[src/hdl/fern_pkg.sv]
// ----------------------------------------------------------------------------
// Fern IFS package
// Shared types, constants and map tables for the fern point generator.
// ----------------------------------------------------------------------------
`default_nettype none

package fern_pkg;

  // Field widths fixed by the interface
  localparam int PICK_W     = 7;
  localparam int CFG_W      = 12;
  localparam int CFG_IDX_W  = 2;

  // Map coefficients: signed, 16 fraction bits
  localparam int COEF_W     = 17;
  localparam int COEF_FRAC  = 16;

  // Pick thresholds
  localparam logic [PICK_W-1:0] PICK_MAIN  = 7'd1;
  localparam logic [PICK_W-1:0] PICK_LEFT  = 7'd86;
  localparam logic [PICK_W-1:0] PICK_RIGHT = 7'd93;

  // Register reset values
  localparam logic [CFG_W-1:0] PLOT_LEFT_RST = 12'd110;
  localparam logic [CFG_W-1:0] PLOT_TOP_RST  = 12'd30;
  localparam logic [CFG_W-1:0] PLOT_SIZE_RST = 12'd420;

  typedef enum logic [CFG_IDX_W-1:0] {
    CFG_PLOT_LEFT = 2'd0,
    CFG_PLOT_TOP  = 2'd1,
    CFG_PLOT_SIZE = 2'd2
  } cfg_idx_e;

  typedef enum logic [1:0] {
    MAP_STEM  = 2'd0,
    MAP_MAIN  = 2'd1,
    MAP_LEFT  = 2'd2,
    MAP_RIGHT = 2'd3
  } map_e;

  typedef struct packed {
    logic signed [COEF_W-1:0] xx;
    logic signed [COEF_W-1:0] xy;
    logic signed [COEF_W-1:0] yx;
    logic signed [COEF_W-1:0] yy;
  } coef_t;

  // Controller to datapath commands
  typedef struct packed {
    logic load;   // latch pick, form the four point products
    logic point;  // sum, round, saturate, store new point
    logic scale;  // form the screen scaling products
    logic num;    // form the pixel numerators
    logic emit;   // divide, clamp, write the output register
  } ctl_cmd_t;

  function automatic map_e pick_to_map(input logic [PICK_W-1:0] pick);
    map_e m;
    priority if (pick < PICK_MAIN)  m = MAP_STEM;
    else if (pick < PICK_LEFT)      m = MAP_MAIN;
    else if (pick < PICK_RIGHT)     m = MAP_LEFT;
    else                            m = MAP_RIGHT;
    return m;
  endfunction

  function automatic coef_t map_coef(input map_e m);
    coef_t c;
    unique case (m)
      MAP_STEM:  c = '{xx: 17'sd0,     xy: 17'sd0,      yx: 17'sd0,     yy: 17'sd10486};
      MAP_MAIN:  c = '{xx: 17'sd55706, xy: 17'sd2621,   yx: -17'sd2621, yy: 17'sd55706};
      MAP_LEFT:  c = '{xx: 17'sd13107, xy: -17'sd17039, yx: 17'sd15073, yy: 17'sd14418};
      MAP_RIGHT: c = '{xx: -17'sd9830, xy: 17'sd18350,  yx: 17'sd17039, yy: 17'sd15729};
      default:   c = '0;
    endcase
    return c;
  endfunction

endpackage

`default_nettype wire

[src/hdl/fern_ctrl.sv]
// ----------------------------------------------------------------------------
// Fern IFS controller
// Sequences one request through the datapath and owns the output valid.
// ----------------------------------------------------------------------------
`default_nettype none

module fern_ctrl (
  input  wire logic               clk_i,
  input  wire logic               rst_ni,
  input  wire logic               in_valid_i,
  output logic                    in_ready_o,
  output logic                    out_valid_o,
  input  wire logic               out_ready_i,
  output fern_pkg::ctl_cmd_t      cmd_o
);

  typedef enum logic [2:0] {
    S_IDLE,
    S_POINT,
    S_SCALE,
    S_NUM,
    S_EMIT
  } state_e;

  state_e state_q, state_d;
  logic   out_valid_q, out_valid_d;
  logic   can_emit;
  logic   in_accept;

  assign can_emit   = !out_valid_q || out_ready_i;
  assign in_ready_o = (state_q == S_IDLE) || ((state_q == S_EMIT) && can_emit);
  assign in_accept  = in_valid_i && in_ready_o;

  always_comb begin
    cmd_o       = '0;
    state_d     = state_q;
    out_valid_d = out_valid_q;
    if (out_ready_i) begin
      out_valid_d = 1'b0;
    end
    unique case (state_q)
      S_IDLE: begin
        if (in_accept) begin
          cmd_o.load = 1'b1;
          state_d    = S_POINT;
        end
      end
      S_POINT: begin
        cmd_o.point = 1'b1;
        state_d     = S_SCALE;
      end
      S_SCALE: begin
        cmd_o.scale = 1'b1;
        state_d     = S_NUM;
      end
      S_NUM: begin
        cmd_o.num = 1'b1;
        state_d   = S_EMIT;
      end
      S_EMIT: begin
        if (can_emit) begin
          cmd_o.emit  = 1'b1;
          out_valid_d = 1'b1;
          // next request may enter as this one leaves
          if (in_accept) begin
            cmd_o.load = 1'b1;
            state_d    = S_POINT;
          end else begin
            state_d = S_IDLE;
          end
        end
      end
      default: state_d = S_IDLE;
    endcase
  end

  always_ff @(posedge clk_i or negedge rst_ni) begin
    if (!rst_ni) begin
      state_q     <= S_IDLE;
      out_valid_q <= 1'b0;
    end else begin
      state_q     <= state_d;
      out_valid_q <= out_valid_d;
    end
  end

  assign out_valid_o = out_valid_q;

  // checks
  a_busy_after_accept: assert property (@(posedge clk_i) disable iff (!rst_ni)
    in_accept |=> !in_ready_o)
    else $error("input taken while a request is in flight");

  a_valid_from_emit: assert property (@(posedge clk_i) disable iff (!rst_ni)
    $rose(out_valid_q) |-> $past(state_q == S_EMIT))
    else $error("output valid rose outside the emit step");

  a_point_after_load: assert property (@(posedge clk_i) disable iff (!rst_ni)
    cmd_o.point |-> $past(cmd_o.load))
    else $error("point update without a loaded request");

  a_emit_sets_valid: assert property (@(posedge clk_i) disable iff (!rst_ni)
    cmd_o.emit |=> out_valid_q)
    else $error("emitted result not flagged valid");

  a_one_step: assert property (@(posedge clk_i) disable iff (!rst_ni)
    $onehot0({cmd_o.point, cmd_o.scale, cmd_o.num, cmd_o.emit}))
    else $error("more than one datapath step at once");

endmodule

`default_nettype wire

[config.mk]
export PLATFORM = sky130hd
export DESIGN_NAME = fern_ctrl
export DESIGN_NICKNAME = d
export VERILOG_FILES = /design/src/hdl/fern_pkg.sv /design/src/hdl/fern_ctrl.sv
export SDC_FILE = /design/constraint.sdc
export NUM_CORES = 1
export LEC_CHECK = 0
export BUFFER_PORTS_ARGS = -buffer_cell sky130_fd_sc_hd__buf_2
export CELL_PAD_IN_SITES_DETAIL_PLACEMENT = 1
export CELL_PAD_IN_SITES_GLOBAL_PLACEMENT = 2
export CORE_AREA = 2 2 39 41
export CTS_BUF_LIST = sky130_fd_sc_hd__clkbuf_8
export CTS_CLUSTER_SIZE = 10
export DETAILED_ROUTE_END_ITERATION = 10
export DIE_AREA = 0 0 41 43
export PLACE_DENSITY_LB_ADDON = 0.1
export SYNTH_ARGS = -nofsm -noshare
export SYNTH_HDL_FRONTEND = slang
export SYNTH_SLANG_ARGS = --single-unit
[constraint.sdc]
create_clock -name clk_i -period 1.35 [get_ports clk_i]
set_clock_uncertainty 0.1 [all_clocks]
set_input_delay 0.0675 -clock clk_i [delete_from_list [all_inputs] [get_ports clk_i]]
set_output_delay 0.0675 -clock clk_i [all_outputs]
set_load 0.03 [all_outputs]
# Word level (Yosys, flattened, before mapping)
# Cells that the tools add are included.
# Widths: inputs -> output; s select.
[word_totals] romBits=0 mem_count=0 output_inout_bits=7 elab_cells=30 latchBits=0 ramBits=0 ff_bits=4
[classes] bitwise=0 add_sub_neg=0 multipliers=0 n_lt_le_gt_ge=0 mux=15 shifts=0 n_reduce_logical=7 n_div=0 eq_ne=6
[op_table] op="$pmux 3 s5" count=1
[op_table] op="$mux 1" count=11
[op_table] op="$eq 3x2->1 const B" count=2
[op_table] op="$mux 3" count=2
[op_table] op="$ne 2x2->1 const B" count=2
[op_table] op="$eq 3x1->1 const B" count=1
[op_table] op="$eq 3x3->1 const B" count=1
[op_table] op="$logic_not 3->1" count=1
[op_table] op="$logic_and 1x1->1" count=2
[op_table] op="$logic_or 1x1->1" count=2
[op_table] op="$pmux 1 s2" count=1
[op_table] op="$reduce_and 2->1" count=1
[op_table] op="$logic_not 1->1" count=1

# Longest topological paths before layout
# Gate-level depths: netlist of run 1.
[depth] ltp_word=8 ltp_mapped=3

# Worst setup path after synthesis of run 1
# No wires, ideal clock.
[synth_timing] path_type="flip-flop to output port" startpoint="register out_valid_q, in the netlist out_valid_o" endpoint="output port cmd_o[4] (netlist bit)" slack_ns=-0.216 path_stages_with_launch=4 t_required_ns=1.183 t_arrival_ns=1.398 path_cell_list="dfrtp_1 nor2b_1 a21boi_2 and2_1"
[synth_rtl] item="start: declaration" line_no="fern_ctrl.sv:26" rtl="logic out_valid_q, out_valid_d;"
[synth_rtl] item="start signal: assignment" line_no="fern_ctrl.sv:83" rtl="out_valid_q <= out_valid_d;"
[synth_rtl] item="end: declaration" line_no="fern_ctrl.sv:14" rtl="output fern_pkg::ctl_cmd_t cmd_o"

==> results of run 1 <==
-- flip-flops by register name, summed over array words and instances (netlist names) --
| signal | flops |
|---|---|
| out_valid_o | 1 |
| state_q | 3 |
-- per-layer routing --
metal | vias up | routed length [um] | track usage
met5 | - | 0 | 0
met4 | 0 | 43 | 0.1400
met3 | 4 | 36 | 0.03141
met2 | 10 | 267 | 0.1250
met1 | 97 | 238 | 0.09416
li1 | 103 | - | -
-- cell usage after synthesis (all sizes together) --
master	n	area, sq um
a21boi	1	11.26
a31o	1	8.760
and2	1	6.260
and3b	1	8.760
buf	1	7.510
dfrtp	4	100.1
nand2	1	3.750
nand2b	1	6.260
nor2	4	17.52
nor2b	1	6.260
nor3	1	5.000
nor3b	2	15.01
o21a	1	7.510
xnor2	1	8.760
-- power by group through the flow --
stage / Sequential, W / Combinational [W] / Clock, W
global route: 0.000267 / 0.000718 / 0.000282
global placement: 0.000247 / 0.000598 / 0
finish: 0.000256 / 0.000667 / 0.000265
detailed placement: 0.000247 / 0.000598 / 0
CTS: 0.000249 / 0.000650 / 0.000274
floorplan: 0.000285 / 0.000391 / 0
-- worst reg2reg max path, delay by kind of cell, from the launching register on --
kind                   cells  cell delay, ps
flip-flops                 1             400
AND/OR/NAND/NOR            1             190
AO/OA/AOI/OAI              1             180
buffers and inverters      1             170
-- cells by family (layout without fill, tap and decap cells) --
logic type             Yosys count  after routing  synth area share
AND/OR/NAND/NOR                 12             12            0.3235
flip-flops                       4              4            0.4706
AO/OA/AOI/OAI                    3              3            0.1294
XOR/XNOR                         1              1           0.04118
buffers and inverters            1             18           0.03531
-- path summary, 6_finish.rpt --
check,start,endpoint,slack [ps]
setup / recovery,out_valid_o,cmd_o[4],-20
hold / removal,in_valid_i,state_q[0],30
setup reg to reg,state_q[1],state_q[2],200
hold reg to reg,state_q[2],state_q[1],460
max in group asynchronous,rst_ni,state_q[2],920
min in group asynchronous,rst_ni,out_valid_o,80
-- metrics by stage --
| stage | cell area (sq um) | setup TNS, ps | setup WS [ps] |
|---|---|---|---|
| 2_1_floorplan | 226.5 | -52.10 | -26.05 |
| 3_3_place_gp | 304.0 | 0 | 156.8 |
| 3_5_place_dp | 304.0 | 0 | 137.0 |
| 4_1_cts | 376.6 | -46.38 | -46.38 |
| 5_1_grt | 389.1 | -162.8 | -65.67 |
| 6_report | 389.1 | -16.41 | -16.41 |
-- final cells by class --
cell class / instances / area (sq um)
Fill cell: 162 / 994.7
Multi-Input combinational cell: 16 / 122.6
Sequential cell: 4 / 102.6
Timing Repair Buffer: 14 / 98.84
Clock buffer: 3 / 41.29
Tap cell: 16 / 20.02
Clock inverter: 1 / 3.754
-- repair_timing --
action | 4_1_cts | 5_1_grt
endpoints found under the hold margin | 4 | 0
setup buffers | 1 | 0
endpoints found under the setup margin | 3 | 6
resized for setup | 4 | 6
hold buffers | 1 | 0
pin swaps | 1 | 1
==> run metrics, run 1 <==
gr ovfl total=0; Cell Int Power=just under 0.0007 W; Max-cap violations=0; final core utilization=0.2812; Longest Clk Path Bufs=2; core area=0.001384 sq mm; Least-Margin Pin Slew=between 200 and 300 ps; worst vdd ir=0.0007648 V; placed insts=48; net total in the final layout=43; Worst Path Buf+Inv=1; Tmin final=~1400 ps; Slew Limit Fails=0; first-pass GRT wire length=just over 1 mm; Finished Layout Cells=54; wire length per cell=10.83 um; gr usage total=0.09668; number of cells on the worst reg-to-reg path=3; CTS tree=yes; via count=214; ant diodes=0; Worst Path Arrival=1200 ps; period utilization=1.012; Die Height=roughly 43 um; vias in the first global route=243; via/cell ratio=3.963; die area=0.001763 sq mm; Post-Syn Nets=25; Combinational Power Share=0.562; Hold Vio Cnt, Final=0; 1st-iter DRT viols=2; htree depth=1; commonest non-fill, non-tap cell in the layout=buf_4; failing checks=setup timing; setup violators final=1; sequential group share of total power=0.215; fmax=~0.73 GHz; Initial Utilization=0.1537; RSZ-0062 raised after global routing=true; Mean Syn Cell Area=slightly above 10 sq um; Crit path depth=4; clk sinks=4; Pwr Total=0.001188 W; Worst path slowest cell=dfrtp_2; #FFs+latches synth=4; Max stage delay on crit path=~390 ps; post-synthesis sequential area ratio=0.4706; clk_lat worst skew=220 ps; ordered cell list for the critical path=nor2b_2 > a21boi_4 > and2_4 > buf_6; crit-path max FO=5; pin count of the biggest net entering global routing=9; Cell Pwr Density=roughly 3100 mW/mm^2; status=finished, violations left; Rel. slew slack=0.8282; # rows=14; Top delay family on crit path=flip-flops; Synth Warn #=0; cts bufs inserted=3; critical path startpoint category=register; Leakage=0.1919 nW; critical path class=reg2out; gpl congestion=between 0.7 and 0.8; Pre-Repair DR Iteration Count=4; Clock power frac=0.223; Synth Instances=21; Required @ worst endpoint=1180 ps; Final HPWL DP=442.1 um; fin worst setup slack=-16.41 ps; Min Hold Slack=30.09 ps; Syn-to-layout area delta=82.94%; antenna violations before repair=0; Mapped Area=212.7 sq um; Clock Pin Slew Worst Setup and Hold Paths=about 40 ps; root buffer cell=clkbuf_8; # IOs=11; Switch Pwr=~0.0005 W; layout cell share with drive strength beyond 1=0.5789; Yosys cell types=15; hold crit path type=in2reg; Antenna Nets Post-Route=0; port bufs=10; final wirelength=585 um; critical path capture point type=output port; Hold Crit Depth=3; most frequent cells in the layout=buf_4 (7), buf_2 (5), nor2_1 (3), clkbuf_8 (3); die extent in x=around 41 um; Post-route DRC=0; switching share of power=0.4233
(Power assumes the default switching activity.)
==> inputs of run 2 (changes only) <==
- CORE_AREA: 2 2 39 41 -> 5 5 42 44
- DIE_AREA: 0 0 41 43 -> 0 0 47 49
- clock period: 1.35 -> 1.1 ns (I/O delays scaled with it)
==> run 2 against run 1 <==
Against the previous run: the flow still finishes with violations (setup timing); die area rose by 31%; sequential power rose by 20%; critical path depth unchanged; hold slack better by 29 ps; routed wire length is 1.9% higher; non-clock buffer count rose by 3; largest cell class unchanged; combinational power is 48% higher; power rose by 36%; largest power group unchanged.
==> run metrics, run 2 (synthesized netlist as in run 1, its figures left out) <==
status=finished, violations left; failing checks=setup timing; Cell Pwr Density=3624 mW/mm^2 (+19%); worst vdd ir=0.001220 V (+60%); Rel. slew slack=0.8755 (+0.04730); gr ovfl total=0 (unchanged); setup violators final=7 (+6); Hold Vio Cnt, Final=0 (unchanged); ordered cell list for the critical path=nor2_2 > a21boi_4 > and2_4 > buf_6; layout cell share with drive strength beyond 1=0.7073 (+0.1284); number of flip-flops in the largest register=3 (unchanged); RSZ-0062 raised after global routing=true; Antenna Nets Post-Route=0 (unchanged); final core utilization=0.3179 (+0.03666); Max-cap violations=0 (unchanged); # IOs=11 (unchanged); Required @ worst endpoint=940 ps (-240 ps); via/cell ratio=3.930 (-0.84%); final wirelength=596 um (+1.9%); Slew Limit Fails=0 (unchanged); fmax=about 0.75 GHz; pin count of the biggest net entering global routing=9 (unchanged); hold crit path type=in2reg; net total in the final layout=46 (+7.0%); Least-Margin Pin Slew=186.7 ps (-69.79 ps); Worst Hold Launch=in_valid_i; fin worst setup slack=-233.6 ps (-217.2 ps); commonest non-fill, non-tap cell in the layout=buf_4; die extent in x=47 um (+15%); critical path startpoint category=register; Max stage delay on crit path=380 ps (about the same); Critical R2R Launch=state_q[0]; core area=0.001401 sq mm (+1.3%); port bufs=10 (unchanged); Top delay family on crit path=flip-flops; # rows=14 (unchanged); critical path class=reg2out; vias in the first global route=235 (-3.3%); Leakage=0.2147 nW (+12%); antenna violations before repair=0 (unchanged); crit-path max FO=2 (-3); first-pass GRT wire length=966 um (-4.7%); Longest Clk Path Bufs=2 (unchanged); htree depth=1 (unchanged); Pre-Repair DR Iteration Count=1 (-3); die area=0.002303 sq mm (+31%); R2R Setup Slk=-30 ps (-230 ps); Syn-to-layout area delta=109.4%; Crit path depth=4 (unchanged); footprint of the multi-input gates=142.6 sq um (+16%); Tmin final=1334 ps; CTS tree=yes; 1st-iter DRT viols=0 (-2); Endpoint, Worst Hold=state_q[0]; Worst path slowest cell=dfrtp_1; clk sinks=4 (unchanged); number of cells on the worst reg-to-reg path=3 (unchanged); Die Height=49 um (+14%); Biggest register=state_q; critical path capture point type=output port; gpl congestion=0.6234 (-12%); reg2reg end=state_q[2]; Sequential Area=102.6 sq um (unchanged); period utilization=1.212; cts bufs inserted=3 (unchanged); Post-route DRC=0 (unchanged); Worst Path Buf+Inv=1 (unchanged); most frequent cells in the layout=buf_4 (8), buf_2 (4), buf_6 (4); Clock Pin Slew Worst Setup and Hold Paths=30 ps (about the same); ant diodes=0 (unchanged); wire length per cell=10.46 um (-3.5%); fillers=174 (+7.4%); Worst Path Arrival=1180 ps (-20 ps); Min Hold Slack=58.67 ps (+28.58 ps); Initial Utilization=0.1518 (-0.001921); via count=224 (+4.7%); clk_lat worst skew=220 ps (about the same); Hold Crit Depth=3 (unchanged); root buffer cell=clkbuf_8; gr usage total=0.06347 (-0.03321)
## run 2: metal layers
layer | track usage | vias up | routed length (um)
met4 | 0.05530 | 0 | 15
met2 | 0.08824 | 8 | 294
met3 | 0.03690 | 2 | 52
met1 | 0.06402 | 105 | 234
li1 | - | 109 | -
met5 | 0 | - | 0
## run 2: layout make-up
type,instances,area share
Clock inverter,1,0.008427
Timing Repair Buffer,17,0.3034
Clock buffer,3,0.09270
Multi-Input combinational cell,16,0.3202
Tap cell,16,0.04494
Sequential cell,4,0.2303
## run 2: worst max-delay path by stage
stage | from | endpoint | slack [ps]
final | state_q[0] | cmd_o[4] | -230
after detailed placement | state_q[1] | cmd_o[4] | -70
after floorplan | state_q[2] | cmd_o[2] | -260
after global placement | state_q[1] | cmd_o[0] | -80
after global routing | state_q[0] | cmd_o[4] | -280
after CTS | state_q[0] | cmd_o[4] | -250
## run 2: timing repair
action / in CTS / in global routing
pin swaps: 2 / 0
hold endpoints to repair: 4 / 0
resized for setup: 9 / 6
hold buffers: 1 / 0
setup buffers: 1 / 1
endpoints found under the setup margin: 7 / 8
## run 2: report_power, final
group,internal (W),switching [W]
Combinational,0.000493,0.000494
Sequential,0.000226,0.0000801
Clock,0.000238,0.0000835
## run 2: worst reg2reg max path, cell delays in order (launching register included)
cell and delay (ps):
dfrtp_1 380, buf_4 160, and3b_1 200, a31o_1 190
## run 2: per-stage QoR
step / setup TNS (ps) / worst slack [ps] / power (W) / cells / instance area (sq um)
6_report: -1167 / -233.6 / 0.001614 / 57 / 445.4
5_1_grt: -1500 / -277.8 / 0.001722 / 57 / 445.4
4_1_cts: -1277 / -249.8 / 0.001550 / 56 / 419.2
3_5_place_dp: -193.5 / -71.51 / 0.001110 / 50 / 331.6
3_3_place_gp: -236.1 / -78.39 / 0.001110 / 50 / 331.6
2_1_floorplan: -715.4 / -263.5 / 0.0008515 / 21 / 239.0
